`src/hw/rtl/sse_enc_pkg.sv`:
```
package sse_enc_pkg;

    localparam int MAX_BYTES = 10;
    localparam int LEN_W     = 4;

    typedef logic [7:0]       byte_t;
    typedef logic [LEN_W-1:0] len_t;

    typedef enum logic [4:0] {
        OP_PUSH       = 5'd0,
        OP_POP        = 5'd1,
        OP_MOVABS     = 5'd2,
        OP_MOV        = 5'd3,
        OP_SUB        = 5'd4,
        OP_MOVQ_ST    = 5'd5,
        OP_MOVQ_LD    = 5'd6,
        OP_MOVQ_XG    = 5'd7,
        OP_MOVSD_R    = 5'd8,
        OP_ADDSD_R    = 5'd9,
        OP_SUBSD_R    = 5'd10,
        OP_MULSD_R    = 5'd11,
        OP_DIVSD_R    = 5'd12,
        OP_MOVSD_C    = 5'd13,
        OP_ADDSD_C    = 5'd14,
        OP_SUBSD_C    = 5'd15,
        OP_MULSD_C    = 5'd16,
        OP_DIVSD_C    = 5'd17,
        OP_PXOR       = 5'd18,
        OP_UCOMISD_R  = 5'd19,
        OP_UCOMISD_C  = 5'd20,
        OP_JMP8       = 5'd21,
        OP_JMP32      = 5'd22,
        OP_JZ8        = 5'd23,
        OP_JZ32       = 5'd24,
        OP_RET        = 5'd25
    } op_t;

    // one encoded instruction
    typedef struct packed {
        logic [MAX_BYTES-1:0][7:0] bytes;
        len_t                      len;
        logic                      err;
    } enc_word_t;

    localparam byte_t REX_W      = 8'h48;
    localparam byte_t PFX_66     = 8'h66;
    localparam byte_t PFX_F2     = 8'hF2;
    localparam byte_t PFX_F3     = 8'hF3;
    localparam byte_t ESC_0F     = 8'h0F;
    localparam byte_t SIB_RSP    = 8'h24;

    // scalar-double opcode by operation within its group of five
    function automatic byte_t sd_opcode(input logic [2:0] sel);
        byte_t r;
        case (sel)
            3'd0:    r = 8'h10;
            3'd1:    r = 8'h58;
            3'd2:    r = 8'h5C;
            3'd3:    r = 8'h59;
            3'd4:    r = 8'h5E;
            default: r = 8'h10;
        endcase
        return r;
    endfunction

endpackage

```
`src/hw/rtl/sse2_scalar_instruction_encoder.sv`:
```
// Encodes one x86-64 instruction request per input word into its machine-code
// bytes, sent out one byte per output word in memory order with last_byte on
// the final one; a request that cannot be encoded gives a single zero byte with
// range_error set. The output lane is a single byte wide, so an instruction
// occupies it for as many output words as it has bytes (1 to 10). Requests are
// registered in a hold register, then loaded into the serializer's word
// register, so a new request can be taken while the previous one is being sent.
module sse2_scalar_instruction_encoder
    import sse_enc_pkg::*;
(
    input  logic        clk,
    input  logic        rst_n,
    input  logic        in_valid,
    output logic        in_stall,
    input  logic [4:0]  operation,
    input  logic [2:0]  reg_a,
    input  logic [2:0]  reg_b,
    input  logic [63:0] immediate,
    output logic        out_valid,
    input  logic        out_stall,
    output logic [7:0]  out_byte,
    output logic        last_byte,
    output logic        range_error
);

    logic        hold_valid_reg;
    logic        hold_valid_next;
    logic [4:0]  op_reg;
    logic [2:0]  ra_reg;
    logic [2:0]  rb_reg;
    logic [63:0] imm_reg;
    logic        load_ready;
    logic        in_take;
    enc_word_t   enc_word;

    assign in_stall = hold_valid_reg && !load_ready;
    assign in_take  = in_valid && !in_stall;

    always_comb
    begin
        hold_valid_next = hold_valid_reg;
        if (in_take)
        begin
            hold_valid_next = 1'b1;
        end
        else if (load_ready)
        begin
            hold_valid_next = 1'b0;
        end
    end

    always_ff @(posedge clk or negedge rst_n)
    begin
        if (!rst_n)
        begin
            hold_valid_reg <= 1'b0;
        end
        else
        begin
            hold_valid_reg <= hold_valid_next;
        end
    end

    always_ff @(posedge clk)
    begin
        if (in_take)
        begin
            op_reg  <= operation;
            ra_reg  <= reg_a;
            rb_reg  <= reg_b;
            imm_reg <= immediate;
        end
    end

    sse_enc_core u_core (
        .operation (op_reg),
        .reg_a     (ra_reg),
        .reg_b     (rb_reg),
        .immediate (imm_reg),
        .word      (enc_word)
    );

    sse_enc_ser u_ser (
        .clk         (clk),
        .rst_n       (rst_n),
        .load_valid  (hold_valid_reg),
        .load_word   (enc_word),
        .load_ready  (load_ready),
        .out_valid   (out_valid),
        .out_stall   (out_stall),
        .out_byte    (out_byte),
        .last_byte   (last_byte),
        .range_error (range_error)
    );

endmodule

```
`src/hw/rtl/sse_enc_core.sv`:
```
module sse_enc_core
    import sse_enc_pkg::*;
(
    input  logic [4:0]  operation,
    input  logic [2:0]  reg_a,
    input  logic [2:0]  reg_b,
    input  logic [63:0] immediate,
    output enc_word_t   word
);

    logic       imm_gt32;
    logic       imm_le7f;
    logic       imm_zero;
    logic       idx_gt31;
    logic       idx_le15;
    logic [4:0] op_low;
    logic [2:0] sd_sel;
    byte_t      cdisp;

    assign imm_gt32 = |immediate[63:31];
    assign imm_le7f = ~|immediate[63:7];
    assign imm_zero = ~|immediate;
    assign idx_gt31 = |immediate[63:5];
    assign idx_le15 = ~immediate[4];
    assign cdisp    = {immediate[4:0], 3'b000};
    assign op_low   = (operation >= OP_MOVSD_C) ? operation - OP_MOVSD_C
                                                : operation - OP_MOVSD_R;
    assign sd_sel   = op_low[2:0];

    always_comb
    begin
        word       = '0;
        word.len   = len_t'(1);
        unique case (operation) inside
            OP_PUSH:
            begin
                word.bytes[0] = {5'b01010, reg_a};
            end
            OP_POP:
            begin
                word.bytes[0] = {5'b01011, reg_a};
            end
            OP_MOVABS:
            begin
                word.bytes[0] = REX_W;
                word.bytes[1] = 8'hB8;
                for (int i = 0; i < 8; i++)
                begin
                    word.bytes[2+i] = immediate[8*i +: 8];
                end
                word.len = len_t'(10);
            end
            OP_MOV:
            begin
                word.bytes[0] = REX_W;
                word.bytes[1] = 8'h89;
                word.bytes[2] = {2'b11, reg_b, reg_a};
                word.len      = len_t'(3);
            end
            OP_SUB:
            begin
                word.bytes[0] = REX_W;
                if (imm_gt32)
                begin
                    word.err      = 1'b1;
                    word.bytes[0] = 8'h00;
                end
                else if (imm_le7f)
                begin
                    word.bytes[1] = 8'h83;
                    word.bytes[2] = {5'b11101, reg_a};
                    word.bytes[3] = immediate[7:0];
                    word.len      = len_t'(4);
                end
                else if (reg_a == 3'd0)
                begin
                    word.bytes[1] = 8'h2D;
                    for (int i = 0; i < 4; i++)
                    begin
                        word.bytes[2+i] = immediate[8*i +: 8];
                    end
                    word.len = len_t'(6);
                end
                else
                begin
                    word.bytes[1] = 8'h81;
                    word.bytes[2] = {5'b11101, reg_a};
                    for (int i = 0; i < 4; i++)
                    begin
                        word.bytes[3+i] = immediate[8*i +: 8];
                    end
                    word.len = len_t'(7);
                end
            end
            OP_MOVQ_ST, OP_MOVQ_LD:
            begin
                if (imm_gt32)
                begin
                    word.err = 1'b1;
                end
                else
                begin
                    if (operation == OP_MOVQ_ST)
                    begin
                        word.bytes[0] = PFX_66;
                        word.bytes[2] = 8'hD6;
                    end
                    else
                    begin
                        word.bytes[0] = PFX_F3;
                        word.bytes[2] = 8'h7E;
                    end
                    word.bytes[1] = ESC_0F;
                    word.bytes[4] = SIB_RSP;
                    if (imm_zero)
                    begin
                        word.bytes[3] = {2'b00, reg_a, 3'b100};
                        word.len      = len_t'(5);
                    end
                    else if (imm_le7f)
                    begin
                        word.bytes[3] = {2'b01, reg_a, 3'b100};
                        word.bytes[5] = immediate[7:0];
                        word.len      = len_t'(6);
                    end
                    else
                    begin
                        word.bytes[3] = {2'b10, reg_a, 3'b100};
                        for (int i = 0; i < 4; i++)
                        begin
                            word.bytes[5+i] = immediate[8*i +: 8];
                        end
                        word.len = len_t'(9);
                    end
                end
            end
            OP_MOVQ_XG:
            begin
                word.bytes[0] = PFX_66;
                word.bytes[1] = REX_W;
                word.bytes[2] = ESC_0F;
                word.bytes[3] = 8'h7E;
                word.bytes[4] = {2'b11, reg_b, reg_a};
                word.len      = len_t'(5);
            end
            OP_MOVSD_R, OP_ADDSD_R, OP_SUBSD_R, OP_MULSD_R, OP_DIVSD_R,
            OP_PXOR, OP_UCOMISD_R:
            begin
                word.bytes[1] = ESC_0F;
                word.bytes[3] = {2'b11, reg_a, reg_b};
                word.len      = len_t'(4);
                if (operation == OP_PXOR)
                begin
                    word.bytes[0] = PFX_66;
                    word.bytes[2] = 8'hEF;
                end
                else if (operation == OP_UCOMISD_R)
                begin
                    word.bytes[0] = PFX_66;
                    word.bytes[2] = 8'h2E;
                end
                else
                begin
                    word.bytes[0] = PFX_F2;
                    word.bytes[2] = sd_opcode(sd_sel);
                end
            end
            OP_MOVSD_C, OP_ADDSD_C, OP_SUBSD_C, OP_MULSD_C, OP_DIVSD_C,
            OP_UCOMISD_C:
            begin
                if (idx_gt31)
                begin
                    word.err = 1'b1;
                end
                else
                begin
                    word.bytes[1] = ESC_0F;
                    if (operation == OP_UCOMISD_C)
                    begin
                        word.bytes[0] = PFX_66;
                        word.bytes[2] = 8'h2E;
                    end
                    else
                    begin
                        word.bytes[0] = PFX_F2;
                        word.bytes[2] = sd_opcode(sd_sel);
                    end
                    if (imm_zero)
                    begin
                        word.bytes[3] = {2'b00, reg_a, 3'b001};
                        word.len      = len_t'(4);
                    end
                    else if (idx_le15)
                    begin
                        word.bytes[3] = {2'b01, reg_a, 3'b001};
                        word.bytes[4] = cdisp;
                        word.len      = len_t'(5);
                    end
                    else
                    begin
                        word.bytes[3] = {2'b10, reg_a, 3'b001};
                        word.bytes[4] = cdisp;
                        word.len      = len_t'(8);
                    end
                end
            end
            OP_JMP8:
            begin
                word.bytes[0] = 8'hEB;
                word.bytes[1] = immediate[7:0];
                word.len      = len_t'(2);
            end
            OP_JMP32:
            begin
                word.bytes[0] = 8'hE9;
                for (int i = 0; i < 4; i++)
                begin
                    word.bytes[1+i] = immediate[8*i +: 8];
                end
                word.len = len_t'(5);
            end
            OP_JZ8:
            begin
                word.bytes[0] = 8'h74;
                word.bytes[1] = immediate[7:0];
                word.len      = len_t'(2);
            end
            OP_JZ32:
            begin
                word.bytes[0] = ESC_0F;
                word.bytes[1] = 8'h84;
                for (int i = 0; i < 4; i++)
                begin
                    word.bytes[2+i] = immediate[8*i +: 8];
                end
                word.len = len_t'(6);
            end
            OP_RET:
            begin
                word.bytes[0] = 8'hC3;
            end
            default:
            begin
                word.err = 1'b1;
            end
        endcase
        if (word.err)
        begin
            word.bytes = '0;
            word.len   = len_t'(1);
        end
    end

endmodule

```
`src/hw/rtl/sse_enc_ser.sv`:
```
module sse_enc_ser
    import sse_enc_pkg::*;
(
    input  logic      clk,
    input  logic      rst_n,
    input  logic      load_valid,
    input  enc_word_t load_word,
    output logic      load_ready,
    output logic      out_valid,
    input  logic      out_stall,
    output logic [7:0] out_byte,
    output logic      last_byte,
    output logic      range_error
);

    logic      valid_reg;
    logic      valid_next;
    len_t      idx_reg;
    len_t      idx_next;
    enc_word_t word_reg;
    logic      take;
    logic      done;

    assign out_valid   = valid_reg;
    assign out_byte    = word_reg.bytes[idx_reg];
    assign last_byte   = (idx_reg == word_reg.len - len_t'(1));
    assign range_error = word_reg.err;

    assign take       = valid_reg && !out_stall;
    assign done       = take && last_byte;
    assign load_ready = !valid_reg || done;

    always_comb
    begin
        valid_next = valid_reg;
        idx_next   = idx_reg;
        if (load_ready && load_valid)
        begin
            valid_next = 1'b1;
            idx_next   = '0;
        end
        else if (done)
        begin
            valid_next = 1'b0;
        end
        else if (take)
        begin
            idx_next = idx_reg + len_t'(1);
        end
    end

    always_ff @(posedge clk or negedge rst_n)
    begin
        if (!rst_n)
        begin
            valid_reg <= 1'b0;
            idx_reg   <= '0;
        end
        else
        begin
            valid_reg <= valid_next;
            idx_reg   <= idx_next;
        end
    end

    always_ff @(posedge clk)
    begin
        if (load_ready && load_valid)
        begin
            word_reg <= load_word;
        end
    end

endmodule
```
`config.mk`:
```
export PLATFORM = sky130hd
export DESIGN_NAME = sse2_scalar_instruction_encoder
export DESIGN_NICKNAME = d
export VERILOG_FILES = /design/src/hw/rtl/sse_enc_pkg.sv /design/src/hw/rtl/sse2_scalar_instruction_encoder.sv /design/src/hw/rtl/sse_enc_core.sv /design/src/hw/rtl/sse_enc_ser.sv
export SDC_FILE = /design/constraint.sdc
export NUM_CORES = 1
export LEC_CHECK = 0
export BUFFER_PORTS_ARGS = -buffer_cell sky130_fd_sc_hd__buf_2
export CAP_MARGIN = 20
export CORE_MARGIN = 2
export CORE_UTILIZATION = 34
export CTS_BUF_LIST = sky130_fd_sc_hd__clkbuf_8 sky130_fd_sc_hd__clkbuf_16
export CTS_CLUSTER_DIAMETER = 80
export CTS_CLUSTER_SIZE = 40
export DETAILED_ROUTE_END_ITERATION = 8
export REMOVE_ABC_BUFFERS = 1
export SYNTH_ARGS = -nofsm -noshare
export SYNTH_HDL_FRONTEND = slang
export SYNTH_SLANG_ARGS = --single-unit
export TNS_END_PERCENT = 1
```
`constraint.sdc`:
```
create_clock -name clk -period 5.2 [get_ports clk]
set_input_delay 1.3 -clock clk [delete_from_list [all_inputs] [get_ports clk]]
set_output_delay 1.3 -clock clk [all_outputs]
set_load 0.02 [all_outputs]
```
==> metrics.log <==
[metrics] result of the run: finished, final reports clean
[metrics] share of cells above drive strength 1: 22.1%
[metrics] crit path max fanout: 22
[metrics] die width: 160 um
[metrics] tightest slew margin relative to the limit: 31.8%
[metrics] multiplexer fraction of the synthesized cell area: 6.51%
[metrics] first-pass iteration count of the detailed router: 7
[metrics] Switching Share: 30.7%
[metrics] share of total power in sequential cells: 45.6%
[metrics] area after detailed placement: 0.00911 mm^2
[metrics] remaining antenna violation count after routing: 0
[metrics] half-perimeter wire length after placement: 17.4 mm
[metrics] first-pass GRT wire length: 37.0 mm
[metrics] cts bufs inserted: 17
[metrics] final routed DRC violation total: 0
[metrics] combined area of the multi-input logic cells: 0.00316 mm^2
[metrics] area share of fa/ha/maj cells after synthesis: 1.05%
[metrics] detailed-route wire length per cell: 22.4 um
[metrics] Die Y: 160 um
[metrics] Final Hold Violating Endpoints: 0
[metrics] Clock Skews: 11.5 ps
[metrics] DIE AREA: 0.0257 mm^2
[metrics] Clock Latency Late Sink: 420 ps
[metrics] P per Cell Area: 412 mW/mm^2
[metrics] CTS tree: done
[metrics] path category of the worst min-delay check: flip-flop to flip-flop
[metrics] CTS sink cnt: 166
[metrics] maximum number of pins on one net before global-route repair: 86
[metrics] data required time at the worst endpoint: 3900 ps
[metrics] TNS Setup: 0 ps
[metrics] Synth warnings: 0
[metrics] vias in the first global route: 5965
[metrics] DRT Wirelength: 24.4 mm
[metrics] htree depth: 4
[metrics] cell-internal power: 2.79 mW
[metrics] Setup Crit Path Kind: flip-flop to primary output
[metrics] max-cap check violation count: 0
[metrics] shortest clock period the worst path allows after layout: 3880 ps
[metrics] total area of sequential cells: 0.00495 mm^2
[metrics] Comb power frac: 20.9%
[metrics] starting density of the core: 34.4%
[metrics] via count: 6296
[metrics] post-CTS clock slew at the launch and capture registers of the worst setup and hold paths: 70 ps
[metrics] fraction of registers with async set/reset: 3.61%
[metrics] worst supply voltage drop on vdd: 0.206 mV
[metrics] kind of end point of the critical path: primary output
[metrics] Compound-Gate Fraction of Synth Area: 16.5%
[metrics] total design power: 4.02 mW
[metrics] unrepaired setup endpoints after global routing: no
[metrics] Std-Cell Rows: 57
[metrics] largest family of logic cells by synthesized area: compound AO/OA/AOI/OAI gates
[metrics] Placer Congestion: 0.925
[metrics] actual transition at the worst max-transition pin: 1010 ps
[metrics] Post-CTS Repair Setup Buffers: 0
[metrics] share of total power in the clock network: 33.4%
[metrics] post-cts repair resize count: 0
[metrics] area growth from synthesis to layout: 17.5%
[metrics] final core occ: 40.4%
[metrics] max FFs per register: 84
[metrics] xor-xnor portion of the synthesized cell area: 0.948%
[metrics] maximum buffer depth of the clock tree: 2
[metrics] number of buffers inserted by hold repair at cts: 0
[metrics] setup-violating endpoint count in the final report: 0
[metrics] vias per inst: 5.80
[metrics] proportion of synthesized chip area in sequential cells: 59.6%
[metrics] initial antenna violation count: 1
[metrics] Worst Hold Margin: 524 ps
[metrics] Syn Std Cell Area: 0.00832 mm^2
[metrics] area fraction in and, or, nand and nor cells after synthesis: 12.9%
[metrics] net switching power: 1.23 mW
[metrics] per-instance average area after synthesis: 12.5 um^2
[metrics] DR iter-0 viols: 673
[metrics] leak pwr: 3.36 nW
[metrics] arrival time at the worst endpoint: 2580 ps
[metrics] aggregate global routing overflow: 0
[metrics] number of synthesized flops with an enable pin: 160
[metrics] number of unique standard cell types used by synthesis: 65
[metrics] layout net count: 834
[metrics] final slew viol count: 0
[metrics] Top FF cell, synth: edfxtp_1
[metrics] final-layout fill cell count: 2273
[metrics] final standard cell area without fillers: 0.00977 mm^2
[metrics] Final Cycle Share: 74.7%
[metrics] Tot GR Track Use: 19.0%
[metrics] total of buffers placed on input and output ports: 90
[metrics] number of storage elements in the synthesis netlist: 166
[metrics] post-synthesis instance total: 667
[metrics] area of the core: 0.0242 mm^2
[metrics] Fmax: 257 MHz
[metrics] library cell used as clock root buffer: clkbuf_16
[metrics] antenna diode instance count: 0
[metrics] startpoint types: flip-flop
[metrics] IO Count: 91
-- power by group through the flow --
stage	clock network, mW	registers, mW	logic (mW)
after floorplan	0	1.81	0.557
after detailed placement	0	1.86	0.838
after global placement	0	1.88	0.811
after global routing	1.43	1.85	0.914
final	1.35	1.84	0.842
after CTS	1.37	1.84	0.841
-- path summary, 6_finish.rpt --
kind | endpoint | slack [ps] | depth (start not counted) | start
max in group asynchronous | u_ser.idx_reg[3] | 4350 | 1 | rst_n
worst min-delay path | u_ser.out_valid | 520 | 1 | hold_valid_reg
worst max register to register | u_ser.word_reg[21] | 1560 | 7 | op_reg[2]
worst max-delay path | in_stall | 1320 | 5 | u_ser.idx_reg[1]
worst min register to register | u_ser.out_valid | 520 | 1 | hold_valid_reg
min in group asynchronous | u_ser.out_valid | 690 | 1 | rst_n
-- worst max-delay path: stages (launching register included) --
cell and delay (ps):
dfrtp_1 1000, xor2_1 210, nand4_1 320, o211ai_1 400, inv_1 70, buf_2 160
-- metrics by stage --
| step | worst slack, ps | cells |
|---|---|---|
| finish | 1320 | 1085 |
| global route | 1100 | 1085 |
| CTS | 1280 | 1084 |
| detailed placement | 1590 | 1052 |
| global placement | 1520 | 1051 |
| floorplan | 842 | 626 |
-- cells in the mapped netlist (17+ instances only) --
master	number	share of area [%]
edfxtp_1	160	58
nand2_1	76	3.4
a21oi_1	32	1.9
nor2_1	32	1.4
clkbuf_1	27	1.2
a22o_1	21	2.2
a31oi_1	21	1.6
a22oi_1	18	1.6
o21ai_0	18	1.1
a221oi_1	17	1.8
and2_1	17	1.3
mux2i_1	17	2.0
-- layout make-up --
cell class,instances,share of cell area (%)
clock buffers,17,4.35
clock inverters,15,2.19
inverters,11,0.422
multi-input cells,449,32.4
flip-flops and latches,166,50.7
well taps,324,4.15
repair buffers,103,5.81
-- placed cells by master, fill, tap and decap left out, types with 5 or more instances in the layout --
| cell | count |
|---|---|
| nor4_1 | 11 |
| mux4_2 | 16 |
| a22o_1 | 21 |
| o22ai_1 | 10 |
| clkbuf_16 | 17 |
| nand4_1 | 8 |
| mux2i_1 | 17 |
| inv_1 | 11 |
| a31oi_1 | 21 |
| a221oi_1 | 17 |
| ha_1 | 7 |
| a22oi_1 | 18 |
| and2_1 | 15 |
| buf_4 | 11 |
| nor2_1 | 32 |
| and3_1 | 5 |
| nand2b_1 | 11 |
| a221o_1 | 5 |
| a21oi_1 | 32 |
| xor2_1 | 6 |
| edfxtp_1 | 160 |
| dfrtp_1 | 6 |
| or4_1 | 6 |
| nand3_1 | 8 |
| buf_2 | 90 |
| nand2_1 | 76 |
| nor3_1 | 16 |
| or3_1 | 5 |
| o21ai_0 | 18 |
-- cells by family after synthesis --
logic type	after synthesis
AO/OA/AOI/OAI	186
XOR/XNOR	9
adder cells (fa/ha/maj)	7
buffers and inverters	52
flip-flops	166
multiplexers	34
AND/OR/NAND/NOR	213
-- routing by layer --
layer	vias up	track usage, %	share of wire (%)
met4	0	6.84	2.7
met1	2984	26.9	42
li1	2824	-	-
met3	70	4.05	9.6
met2	418	28.9	45
met5	-	0	0
Power figures use the tool's default switching activity.
